**config.mk**
```make
export PLATFORM = sky130hd
export DESIGN_NAME = gas_cell
export DESIGN_NICKNAME = d
export VERILOG_FILES = /design/src/sv/global_alignment_score_top_assert.svh /design/src/sv/gas_pkg.sv /design/src/sv/gas_cell.sv
export SDC_FILE = /design/constraint.sdc
export NUM_CORES = 1
export LEC_CHECK = 0
export BUFFER_PORTS_ARGS = -buffer_cell sky130_fd_sc_hd__buf_2
export CAP_MARGIN = 5
export CELL_PAD_IN_SITES_DETAIL_PLACEMENT = 1
export CELL_PAD_IN_SITES_GLOBAL_PLACEMENT = 1
export CORE_ASPECT_RATIO = 0.75
export CORE_MARGIN = 2
export CORE_UTILIZATION = 43
export CTS_CLUSTER_DIAMETER = 40
export DETAILED_ROUTE_END_ITERATION = 16
export GPL_TIMING_DRIVEN = 1
export HOLD_SLACK_MARGIN = 0.15
export PLACE_DENSITY_LB_ADDON = 0.1
export SKIP_CTS_REPAIR_TIMING = 1
export SLEW_MARGIN = 20
export SYNTH_ARGS = -nofsm -noshare
export SYNTH_HDL_FRONTEND = slang
export SYNTH_SLANG_ARGS = --single-unit
```
**constraint.sdc**
```tcl
create_clock -name clk -period 7.4 [get_ports clk]
set_input_delay 0.74 -clock clk [delete_from_list [all_inputs] [get_ports clk]]
set_output_delay 0.74 -clock clk [all_outputs]
set_load 0.02 [all_outputs]
```
**src/sv/global_alignment_score_top_assert.svh**
```systemverilog
// ----------------------------------------------------------------------------
// global alignment score: assertion macros
// shared property forms for the score block checks
// ----------------------------------------------------------------------------
`ifndef GLOBAL_ALIGNMENT_SCORE_TOP_ASSERT_SVH
`define GLOBAL_ALIGNMENT_SCORE_TOP_ASSERT_SVH

// same-cycle implication, checked outside reset
`define GAS_ASSERT_IMP(label, ante, cons, msg) \
  label: assert property (@(posedge clk) disable iff (rst) (ante) |-> (cons)) \
    else $error(msg);

// next-cycle implication, checked outside reset
`define GAS_ASSERT_NXT(label, ante, cons, msg) \
  label: assert property (@(posedge clk) disable iff (rst) (ante) |=> (cons)) \
    else $error(msg);

`endif

```
**src/sv/gas_pkg.sv**
```systemverilog
// ----------------------------------------------------------------------------
// gas_pkg
// sizes, shared types and score helpers for the global alignment score block
// ----------------------------------------------------------------------------
`default_nettype none

package gas_pkg;

  localparam int MAX_LEN = 64;
  localparam int IDX_W   = $clog2(MAX_LEN + 1);
  localparam int POS_W   = $clog2(MAX_LEN);
  localparam int SCORE_W = 12;
  localparam int SYM_W   = 8;
  localparam int MATCH_W = 4;
  localparam int PEN_W   = 5;
  localparam int QLEN_W  = 7;
  localparam int SUM_W   = SCORE_W + 2;
  localparam int PROD_W  = IDX_W + 1 + PEN_W;
  localparam int WIDE_W  = (SUM_W > PROD_W) ? SUM_W : PROD_W;

  localparam logic [MATCH_W-1:0]        MATCH_RESET    = MATCH_W'(1);
  localparam logic signed [PEN_W-1:0]   MISMATCH_RESET = '1;
  localparam logic signed [PEN_W-1:0]   GAP_RESET      = '1;

  localparam logic signed [SCORE_W-1:0] SCORE_MIN = {1'b1, {(SCORE_W-1){1'b0}}};
  localparam logic signed [SCORE_W-1:0] SCORE_MAX = {1'b0, {(SCORE_W-1){1'b1}}};
  localparam logic signed [WIDE_W-1:0]  WIDE_MIN  = WIDE_W'(-(2 ** (SCORE_W - 1)));
  localparam logic signed [WIDE_W-1:0]  WIDE_MAX  = WIDE_W'(2 ** (SCORE_W - 1) - 1);

  // input action carried in tuser
  typedef enum logic {ACT_LOAD = 1'b0, ACT_QUERY = 1'b1} action_t;

  // register indexes of the write channel
  typedef enum logic [1:0] {
    REG_MATCH    = 2'd0,
    REG_MISMATCH = 2'd1,
    REG_GAP      = 2'd2
  } cfg_reg_t;

  // token moving down the cell chain, one cell per cycle
  typedef struct packed {
    logic                      valid;
    logic                      upd;   // 1 compute a row, 0 only fetch the corner
    logic [SYM_W-1:0]          sym;
    logic signed [SCORE_W-1:0] left;  // new score of the previous cell
    logic signed [SCORE_W-1:0] diag;  // old score of the previous cell
  } tok_t;

  // broadcast control from the sequencer to every cell
  typedef struct packed {
    logic                      clear;
    logic                      wr_en;
    logic [POS_W-1:0]          wr_pos;
    logic [SYM_W-1:0]          wr_sym;
    logic [IDX_W-1:0]          ref_len;
    logic [MATCH_W-1:0]        match;
    logic signed [PEN_W-1:0]   mismatch;
    logic signed [PEN_W-1:0]   gap;
  } cell_ctl_t;

  function automatic logic signed [SCORE_W-1:0] clamp_score(
    input logic signed [WIDE_W-1:0] v
  );
    if (v < WIDE_MIN) return SCORE_MIN;
    if (v > WIDE_MAX) return SCORE_MAX;
    return v[SCORE_W-1:0];
  endfunction

  // border value idx * gap, saturated
  function automatic logic signed [SCORE_W-1:0] border_score(
    input logic [IDX_W-1:0]      idx,
    input logic signed [PEN_W-1:0] gap
  );
    logic signed [PROD_W-1:0] p;
    p = signed'({1'b0, idx}) * gap;
    return clamp_score(WIDE_W'(p));
  endfunction

endpackage

`default_nettype wire

```
**src/sv/gas_cell.sv**
```systemverilog
// ----------------------------------------------------------------------------
// gas_cell
// one column of the score matrix: reference symbol, score and chain token
// ----------------------------------------------------------------------------
`default_nettype none

module gas_cell import gas_pkg::*; (
  input  logic             clk,
  input  logic             rst,
  input  logic [POS_W-1:0] pos,
  input  cell_ctl_t        ctl,
  input  tok_t             tok_in,
  output tok_t             tok_out
);

  logic [SYM_W-1:0]          ref_sym;
  logic signed [SCORE_W-1:0] score;

  logic                      active;
  logic signed [PEN_W-1:0]   border_gap;
  logic signed [SCORE_W-1:0] border_val;
  logic signed [PEN_W-1:0]   sub;
  logic signed [WIDE_W-1:0]  cand_up;
  logic signed [WIDE_W-1:0]  cand_left;
  logic signed [WIDE_W-1:0]  cand_diag;
  logic signed [WIDE_W-1:0]  best;
  logic signed [SCORE_W-1:0] new_score;

  always_comb begin
    active     = IDX_W'(pos) < ctl.ref_len;
    border_gap = rst ? GAP_RESET : ctl.gap;
    border_val = border_score(IDX_W'(pos) + IDX_W'(1), border_gap);
    sub        = (ref_sym == tok_in.sym) ? signed'({1'b0, ctl.match}) : ctl.mismatch;
    cand_up    = WIDE_W'(score) + WIDE_W'(ctl.gap);
    cand_left  = WIDE_W'(tok_in.left) + WIDE_W'(ctl.gap);
    cand_diag  = WIDE_W'(tok_in.diag) + WIDE_W'(sub);
    best       = (cand_up > cand_left) ? cand_up : cand_left;
    if (cand_diag > best) best = cand_diag;
    new_score  = clamp_score(best);
  end

  always_ff @(posedge clk) begin
    if (ctl.wr_en && ctl.wr_pos == pos) ref_sym <= ctl.wr_sym;

    if (rst || ctl.clear) begin
      score <= border_val;
    end else if (tok_in.valid && tok_in.upd && active) begin
      score <= new_score;
    end

    if (rst) tok_out.valid <= 1'b0;
    else     tok_out.valid <= tok_in.valid;
    tok_out.upd <= tok_in.upd;
    tok_out.sym <= tok_in.sym;
    if (active) begin
      tok_out.left <= tok_in.upd ? new_score : score;
      tok_out.diag <= score;
    end else begin
      // past the reference end the corner value rides along unchanged
      tok_out.left <= tok_in.left;
      tok_out.diag <= tok_in.diag;
    end
  end

endmodule

`default_nettype wire

```
==> impl_metrics.env, run 1 <==
export IMPL_status="finished clean"
export IMPL_final_nets=1005
export IMPL_fp_row_count=37
export IMPL_ys_warn_count=0
export IMPL_syn_num_nets=896
export IMPL_clock_path_buffers=2
export IMPL_timing_rr_end="score[8]"
export IMPL_crit_type="in2reg"
export IMPL_die_h_um=107
export IMPL_power_density_mw_per_mm2=529
export IMPL_p_sw_frac=0.537
export IMPL_finalMaxSlewViolations=0
export IMPL_route_met2_wl_um=8370
export IMPL_fmax_mhz=144
export IMPL_numPortBuffers=112
export IMPL_r2r_setup_slack_ns=0.51
export IMPL_grt_max_degree=39
export IMPL_grt_pass1_vias=5643
export IMPL_grt_first_pass_wirelength_um=30300
export IMPL_core_area_sq_mm=0.0137
export IMPL_drt_initial_drc_count=286
export IMPL_met1_length_um=9750
export IMPL_p_seq_frac=0.144
export IMPL_vias=5625
export IMPL_root_buffer="clkbuf_16"
export IMPL_intPower_mw=1.72
export IMPL_min_path_cells=1
export IMPL_crit_arrival_ns=7.07
export IMPL_clkTransAtPathRegs_ns=0.07
export IMPL_final_hold_violation_count=0
export IMPL_grtUsageTotal=0.258
export IMPL_h_tree_depth=2
export IMPL_critPathSlowestCell="a211oi_4"
export IMPL_synthToLayoutAreaGrowth_pct=15.9
export IMPL_p_leak_nw=3.45
export IMPL_setup_violations=0
export IMPL_rsz0062_at_grt="no"
export IMPL_endpoint_kind="flop"
export IMPL_synthDistinctLibCells=62
export IMPL_worstHoldPathType="in2reg"
export IMPL_diodes=0
export IMPL_synth_ff_type="dfxtp_1"
export IMPL_r2r_cells=27
export IMPL_p_comb_frac=0.784
export IMPL_synthTopCellsByArea="ha_1 (19%), dfxtp_1 (11%), edfxtp_1 (9.9%), fa_1 (6.3%), a21oi_1 (5.3%)"
export IMPL_gp_congestion=0.897
export IMPL_vdd_drop_max_mv=0.232
export IMPL_relSlewSlack=0.451
export IMPL_tritoncts_num_sinks=54
export IMPL_dr_pass1_iters=5
export IMPL_hpwl_um=16700
export IMPL_maxUsedRoutingLayer="met5"
export IMPL_crit_top_cell="ha_1"
export IMPL_ys_seq_elements=54
export IMPL_clock_power_share=0.072
export IMPL_overflow=0
export IMPL_layout_min_cycle_time_ns=6.92
export IMPL_total_power_mw=3.72
export IMPL_routedWlPerCell_um=19.6
export IMPL_antenna_found_initial=1
export IMPL_wl_met3_um=1180
export IMPL_fin_tns_setup_ns=0
export IMPL_synth_edff_count=20
export IMPL_switchingPower_mw=2.00
export IMPL_die_area_sq_mm=0.0151
export IMPL_async_flop_share=0
export IMPL_syn_area_per_cell_sq_um=8.56
export IMPL_min_delay_start="tok_in[25]"
export IMPL_cp_required_ns=7.54
export IMPL_antenna_left=0
export IMPL_worstPathMaxFanout=13
export IMPL_initial_core_util=0.441
export IMPL_yosysSeqAreaShare=0.211
export IMPL_whs_endpoint="tok_out[25]"
export IMPL_post_route_period_util=0.936
export IMPL_r2r_start="score[0]"
export IMPL_fp_dieW_um=141
export IMPL_pin_count=113
export IMPL_slowest_delay_ns=0.50
export IMPL_cts_tree="built"
export IMPL_cts_buffers_inserted=5
export IMPL_drc=0
export IMPL_final_setup_skew_ns=0.00620
export IMPL_yosysTopAreaCell="ha_1"
export IMPL_clock_latency_ns=0.30
export IMPL_crit_path_start_kind="input pin"
export IMPL_drive_gt1_frac=0.209
export IMPL_cap_violations=0
export IMPL_drt_total_wl_um=19500
export IMPL_synth_top_area_share=0.186
export IMPL_tightest_slew_ns=0.814
export IMPL_detail_route_vias_per_cell=5.66
export IMPL_syn_area_sq_mm=0.00606
export IMPL_synthCells=708
[power groups by stage]
stage               registers (mW)  logic, mW  clock network (mW)
floorplan                    0.574       1.96                   0
global placement             0.535       2.72                   0
detailed placement           0.538       2.82                   0
CTS                          0.531       2.84               0.272
global route                 0.540       3.17               0.281
finish                       0.535       2.91               0.268
[cells in the final DEF (no fill, tap or decap), drive strengths merged, types with 11 or more instances in the layout]
master,netlist,routed
buf,5,120
ha,90,90
nor2,83,83
inv,68,69
a21oi,65,65
nand2,39,39
dfxtp,34,34
xnor2,30,30
xor2,27,27
o21ai,23,23
a21o,21,21
edfxtp,20,20
mux2,20,20
fa,19,19
nand2b,14,14
mux2i,12,12
o21a,11,11
o22ai,11,11
[worst max-delay path, delay by kind of cell]
family          cells  cell delay [ns]
compound gates     14             3.45
fa+ha+maj           3             0.95
buf+inv             2             0.37
mux                 1             0.37
simple gates        6             1.18
[Yosys cell counts (all sizes together) (20+ instances only)]
| cell type | n |
|---|---|
| ha | 90 |
| o21ai | 23 |
| inv | 68 |
| a21o | 21 |
| xor2 | 27 |
| a21oi | 65 |
| xnor2 | 30 |
| edfxtp | 20 |
| nand2 | 39 |
| nor2 | 83 |
| dfxtp | 34 |
| mux2 | 20 |
[registers in the layout, indices dropped and copies added, names as in the netlist]
signal	flops
ref_sym	8
score	12
tok_out	34
[stage by stage]
stage	hold slack [ns]	instance area [sq um]	instances	worst slack, ns	util
2_1_floorplan	0.505	6060	708	1.19	-
3_3_place_gp	0.648	6830	985	0.299	0.497
3_5_place_dp	0.648	6830	985	0.0748	0.497
4_1_cts	0.564	7000	993	0.384	0.509
5_1_grt	0.564	7020	993	0.0104	0.511
6_report	0.570	7020	993	0.477	0.511
[cell families (layout without fill, tap and decap cells)]
kind of cell | Yosys count | count (layout) | synth area share
compound gates | 174 | 174 | 0.191
mux | 32 | 32 | 0.0582
flops | 54 | 54 | 0.211
xor+xnor | 57 | 57 | 0.0824
fa+ha+maj | 109 | 109 | 0.249
simple gates | 196 | 196 | 0.151
buf+inv | 86 | 196 | 0.0568
[layout make-up]
class                      instances  area [sq um]
fill                            1671          6730
clock buffer                       6           150
inverter                          68           255
tap                              175           219
multi-input combinational        568          4460
sequential                        54          1280
timing repair buffer             120           633
clock inverter                     2          17.5
[worst max-delay path by stage]
stage	startpoint	end	cells past startpoint
2_1_floorplan	ctl[4]	score[6]	28
3_3_place_gp	ctl[4]	score[1]	24
3_5_place_dp	ctl[4]	score[7]	23
6_report	ctl[4]	score[8]	26
4_1_cts	ctl[4]	score[7]	28
5_1_grt	ctl[4]	score[7]	28
[metal layers]
layer,GRT usage,vias to the layer above
li1,-,2703
met1,0.393,2744
met2,0.398,164
met3,0.0322,12
met4,0.0343,2
met5,0,-
Power figures use the tool's default switching activity.
==> inputs of run 2 (changes only) <==
Settings changed: MAX_ROUTING_LAYER set to met4, PLACE_DENSITY set to 0.92, PLACE_DENSITY_LB_ADDON 0.1 to unset.
==> impl_metrics.env, run 2 (synthesis results as in run 1) <==
export IMPL_p_comb_frac=0.781
export IMPL_status="finished clean"
export IMPL_slowest_delay_ns=0.40
export IMPL_crit_type="in2reg"
export IMPL_worstPathMaxFanout=20
export IMPL_largest_reg_flops=34
export IMPL_fin_tns_setup_ns=0
export IMPL_root_buffer="clkbuf_16"
export IMPL_final_nets=1005
export IMPL_p_seq_frac=0.144
export IMPL_cts_buffers_inserted=5
export IMPL_vias=5715
export IMPL_top_register="tok_out"
export IMPL_post_route_period_util=0.949
export IMPL_drive_gt1_frac=0.209
export IMPL_fin_area_sq_mm=0.00702
export IMPL_r2r_cells=28
export IMPL_layout_min_cycle_time_ns=7.02
export IMPL_h_tree_depth=2
export IMPL_clock_latency_ns=0.30
export IMPL_final_hold_violation_count=0
export IMPL_place_inst=984
export IMPL_grt_max_degree=39
export IMPL_drt_initial_drc_count=395
export IMPL_endpoint_kind="flop"
export IMPL_die_h_um=107
export IMPL_numPortBuffers=112
export IMPL_p_leak_nw=3.43
export IMPL_gp_congestion=1.04
export IMPL_crit_path_start_kind="input pin"
export IMPL_routedWlPerCell_um=20.0
export IMPL_intPower_mw=1.76
export IMPL_pin_count=113
export IMPL_fp_dieW_um=141
export IMPL_crit_arrival_ns=7.04
export IMPL_core_area_sq_mm=0.0137
export IMPL_critPathSlowestCell="ha_1"
export IMPL_layout_common_cells="buf_2 (111), ha_1 (90), nor2_1 (81)"
export IMPL_synthToLayoutAreaGrowth_pct=15.8
export IMPL_switchingPower_mw=2.02
export IMPL_finalMaxSlewViolations=0
export IMPL_worstHoldPathType="in2reg"
export IMPL_initial_core_util=0.441
export IMPL_clkTransAtPathRegs_ns=0.08
export IMPL_dpl_cell_area_sq_mm=0.00682
export IMPL_antenna_left=0
export IMPL_dr_pass1_iters=5
export IMPL_final_setup_skew_ns=0.00871
export IMPL_r2r_setup_slack_ns=0.47
export IMPL_drc=0
export IMPL_hpwl_um=16700
export IMPL_antenna_found_initial=0
export IMPL_power_density_mw_per_mm2=538
export IMPL_cap_violations=0
export IMPL_p_sw_frac=0.535
export IMPL_clock_power_share=0.075
export IMPL_layout_cells_non_filler=993
export IMPL_detail_route_vias_per_cell=5.76
export IMPL_crit_top_cell="ha_1"
export IMPL_vdd_drop_max_mv=0.366
export IMPL_clock_path_buffers=2
export IMPL_grt_pass1_vias=5841
export IMPL_grtUsageTotal=0.268
export IMPL_nFillCells=1702
export IMPL_setup_violations=0
export IMPL_relSlewSlack=0.350
export IMPL_tritoncts_num_sinks=54
export IMPL_overflow=0
export IMPL_min_path_cells=1
export IMPL_fmax_mhz=142
export IMPL_cp_required_ns=7.42
export IMPL_fp_row_count=37
export IMPL_reg_largest_list="tok_out x34, score x12, ref_sym x8"
export IMPL_tightest_slew_ns=0.966
export IMPL_final_common_cell="buf_2"
export IMPL_die_area_sq_mm=0.0151
export IMPL_grt_first_pass_wirelength_um=30700
export IMPL_cts_tree="built"
export IMPL_drt_total_wl_um=19800
export IMPL_diodes=0
## run 2: final timing paths
kind	start	endpoint
hold / removal	tok_in[25]	tok_out[25]
setup reg to reg	score[0]	score[0]
hold reg to reg	score[0]	tok_out[0]
setup / recovery	ctl[4]	score[0]
## run 2: worst max-delay path: cells and delay by family
family          cells  cell delay [ns]
simple gates        5             1.03
mux                 1             0.40
fa+ha+maj           3             1.13
compound gates     15             2.92
buf+inv             3             0.82
## run 2: layout make-up
cell class | count | area, sq um | area share
clock inverter | 3 | 47.5 | 0.00678
tap | 175 | 219 | 0.0312
sequential | 54 | 1280 | 0.183
multi-input combinational | 568 | 4450 | 0.635
clock buffer | 5 | 125 | 0.0178
inverter | 68 | 255 | 0.0364
timing repair buffer | 120 | 636 | 0.0906
## run 2: power by group through the flow
stage / Sequential [mW] / Combinational [mW] / Clock, mW
detailed placement: 0.546 / 2.77 / 0
CTS: 0.540 / 2.81 / 0.286
floorplan: 0.574 / 1.96 / 0
finish: 0.544 / 2.95 / 0.284
global route: 0.547 / 3.18 / 0.297
global placement: 0.542 / 2.66 / 0
## run 2: metrics by stage
| stage | utilization | hold slack, ns | setup slack, ns | power (mW) |
|---|---|---|---|---|
| 2_1_floorplan | - | 0.505 | 1.19 | 2.54 |
| 3_3_place_gp | 0.496 | 0.625 | 0.430 | 3.20 |
| 3_5_place_dp | 0.496 | 0.686 | 0.0667 | 3.32 |
| 4_1_cts | 0.509 | 0.563 | 0.283 | 3.63 |
| 5_1_grt | 0.510 | 0.564 | -0.0186 | 4.02 |
| 6_report | 0.510 | 0.565 | 0.379 | 3.78 |
## run 2: metal layers
metal  global-route usage  vias up  routed length, um
li1                     -     2709                  -
met1                0.381     2782               9500
met2                0.410      197               8690
met3               0.0317       27               1290
met4               0.0636        0                353
met5                    -        -                  0
==> inputs of run 3 (changes only) <==
Settings changed: SKIP_CTS_REPAIR_TIMING 1 to unset.
Clock period 7.4 ns to 7.35 ns, I/O delays scaled along.
==> impl_metrics.env, run 3 (synthesis results as in run 1) <==
export IMPL_status="finished clean"
export IMPL_setup_violations=0
export IMPL_initial_core_util=0.441
export IMPL_vias=5749
export IMPL_h_tree_depth=2
export IMPL_endpoint_kind="flop"
export IMPL_grtUsageTotal=0.262
export IMPL_fp_row_count=37
export IMPL_cp_required_ns=7.58
export IMPL_antenna_found_initial=0
export IMPL_drt_total_wl_um=19600
export IMPL_post_route_period_util=0.938
export IMPL_rsz0062_at_grt="no"
export IMPL_drt_initial_drc_count=537
export IMPL_nFillCells=1694
export IMPL_fmax_mhz=145
export IMPL_total_power_mw=3.88
export IMPL_routedWlPerCell_um=19.7
export IMPL_vdd_drop_max_mv=0.247
export IMPL_cts_buffers_inserted=5
export IMPL_pin_count=113
export IMPL_crit_arrival_ns=7.12
export IMPL_p_leak_nw=3.44
export IMPL_grt_pass1_vias=5589
export IMPL_crit_path_start_kind="input pin"
export IMPL_place_inst=983
export IMPL_cts_tree="built"
export IMPL_grt_max_degree=39
export IMPL_top_register="tok_out"
export IMPL_dr_pass1_iters=5
export IMPL_clkTransAtPathRegs_ns=0.08
export IMPL_drc=0
export IMPL_slowest_delay_ns=0.39
export IMPL_die_area_sq_mm=0.0151
export IMPL_fin_tns_setup_ns=0
export IMPL_root_buffer="clkbuf_16"
export IMPL_tritoncts_num_sinks=54
export IMPL_worstPathMaxFanout=20
export IMPL_critPathSlowestCell="a2111oi_1"
export IMPL_holdWs_ns=0.560
export IMPL_synthToLayoutAreaGrowth_pct=16.5
export IMPL_dp_worst_setup_slack_ns=-0.0418
export IMPL_final_nets=1007
export IMPL_critPathTopFamily="compound AO/OA/AOI/OAI gates"
export IMPL_cap_violations=0
export IMPL_crit_type="in2reg"
export IMPL_worstHoldPathType="in2reg"
export IMPL_hpwl_um=16200
export IMPL_drive_gt1_frac=0.213
export IMPL_holdBufCountCts=0
export IMPL_layout_min_cycle_time_ns=6.89
export IMPL_clock_latency_ns=0.30
export IMPL_core_area_sq_mm=0.0137
export IMPL_reg_largest_list="tok_out x34, score x12, ref_sym x8"
export IMPL_largest_reg_flops=34
export IMPL_numPortBuffers=112
export IMPL_finalMaxSlewViolations=0
export IMPL_cp_num_buf_inv=6
export IMPL_power_density_mw_per_mm2=550
export IMPL_antenna_left=0
export IMPL_fp_dieW_um=141
export IMPL_overflow=0
export IMPL_final_setup_skew_ns=0.0119
export IMPL_final_hold_violation_count=0
export IMPL_layout_common_cells="buf_2 (111), ha_1 (90), nor2_1 (81)"
export IMPL_grt_first_pass_wirelength_um=30000
export IMPL_gp_congestion=0.961
export IMPL_final_common_cell="buf_2"
export IMPL_crit_top_cell="a21oi_1"
export IMPL_diodes=0
export IMPL_layout_cells_non_filler=995
export IMPL_relSlewSlack=0.379
export IMPL_fin_ws_ns=0.456
export IMPL_tightest_slew_ns=0.923
export IMPL_clock_path_buffers=2
export IMPL_detail_route_vias_per_cell=5.78
export IMPL_die_h_um=107
[run 3: cell types whose count changed in the layout (fill, tap and decap cells not counted), sizes merged]
cell	previous run	this run
buf	119	121
clkinvlp	0	1
inv	70	69
[run 3: final timing paths]
kind                    from          end  slack [ns]  cells after the start
setup / recovery      ctl[4]  tok_out[14]        0.46                     30
hold / removal    tok_in[25]  tok_out[25]        0.56                      1
setup reg to reg    score[0]  tok_out[14]        0.64                     31
hold reg to reg     score[0]   tok_out[0]        0.68                      1
[run 3: power breakdown]
| part | switching [mW] | internal, mW | leakage, nW |
|---|---|---|---|
| Combinational | 1.86 | 1.18 | 2.88 |
| Clock | 0.124 | 0.164 | 0.0819 |
| Sequential | 0.0976 | 0.449 | 0.482 |
| Total | 2.08 | 1.79 | 3.44 |
[run 3: cell type report]
| cell class | count | area, sq um | area share |
|---|---|---|---|
| clock inverters | 3 | 48.8 | 0.00691 |
| well taps | 175 | 219 | 0.0310 |
| repair buffers | 122 | 642 | 0.0910 |
| clock buffers | 5 | 125 | 0.0177 |
| flip-flops and latches | 54 | 1280 | 0.182 |
| inverters | 68 | 255 | 0.0362 |
| multi-input cells | 568 | 4490 | 0.636 |
[run 3: stage by stage]
step	area [sq um]	util
after CTS	6990	0.508
after floorplan	6060	-
final	7060	0.513
after detailed placement	6810	0.495
after global routing	7060	0.513
after global placement	6810	0.495
[run 3: per-layer routing]
metal  global-route usage  vias up  wire, um
li1                     -     2710         -
met1                0.372     2767      9120
met2                0.403      237      8520
met3               0.0460       35      1630
met4               0.0386        0       323
met5                    -        -         0
[run 3: repair_timing]
action	CTS	global route
resized for setup	0	8
buffers inserted	0	4
hold endpoints to repair	0	0
setup endpoints to repair	0	20
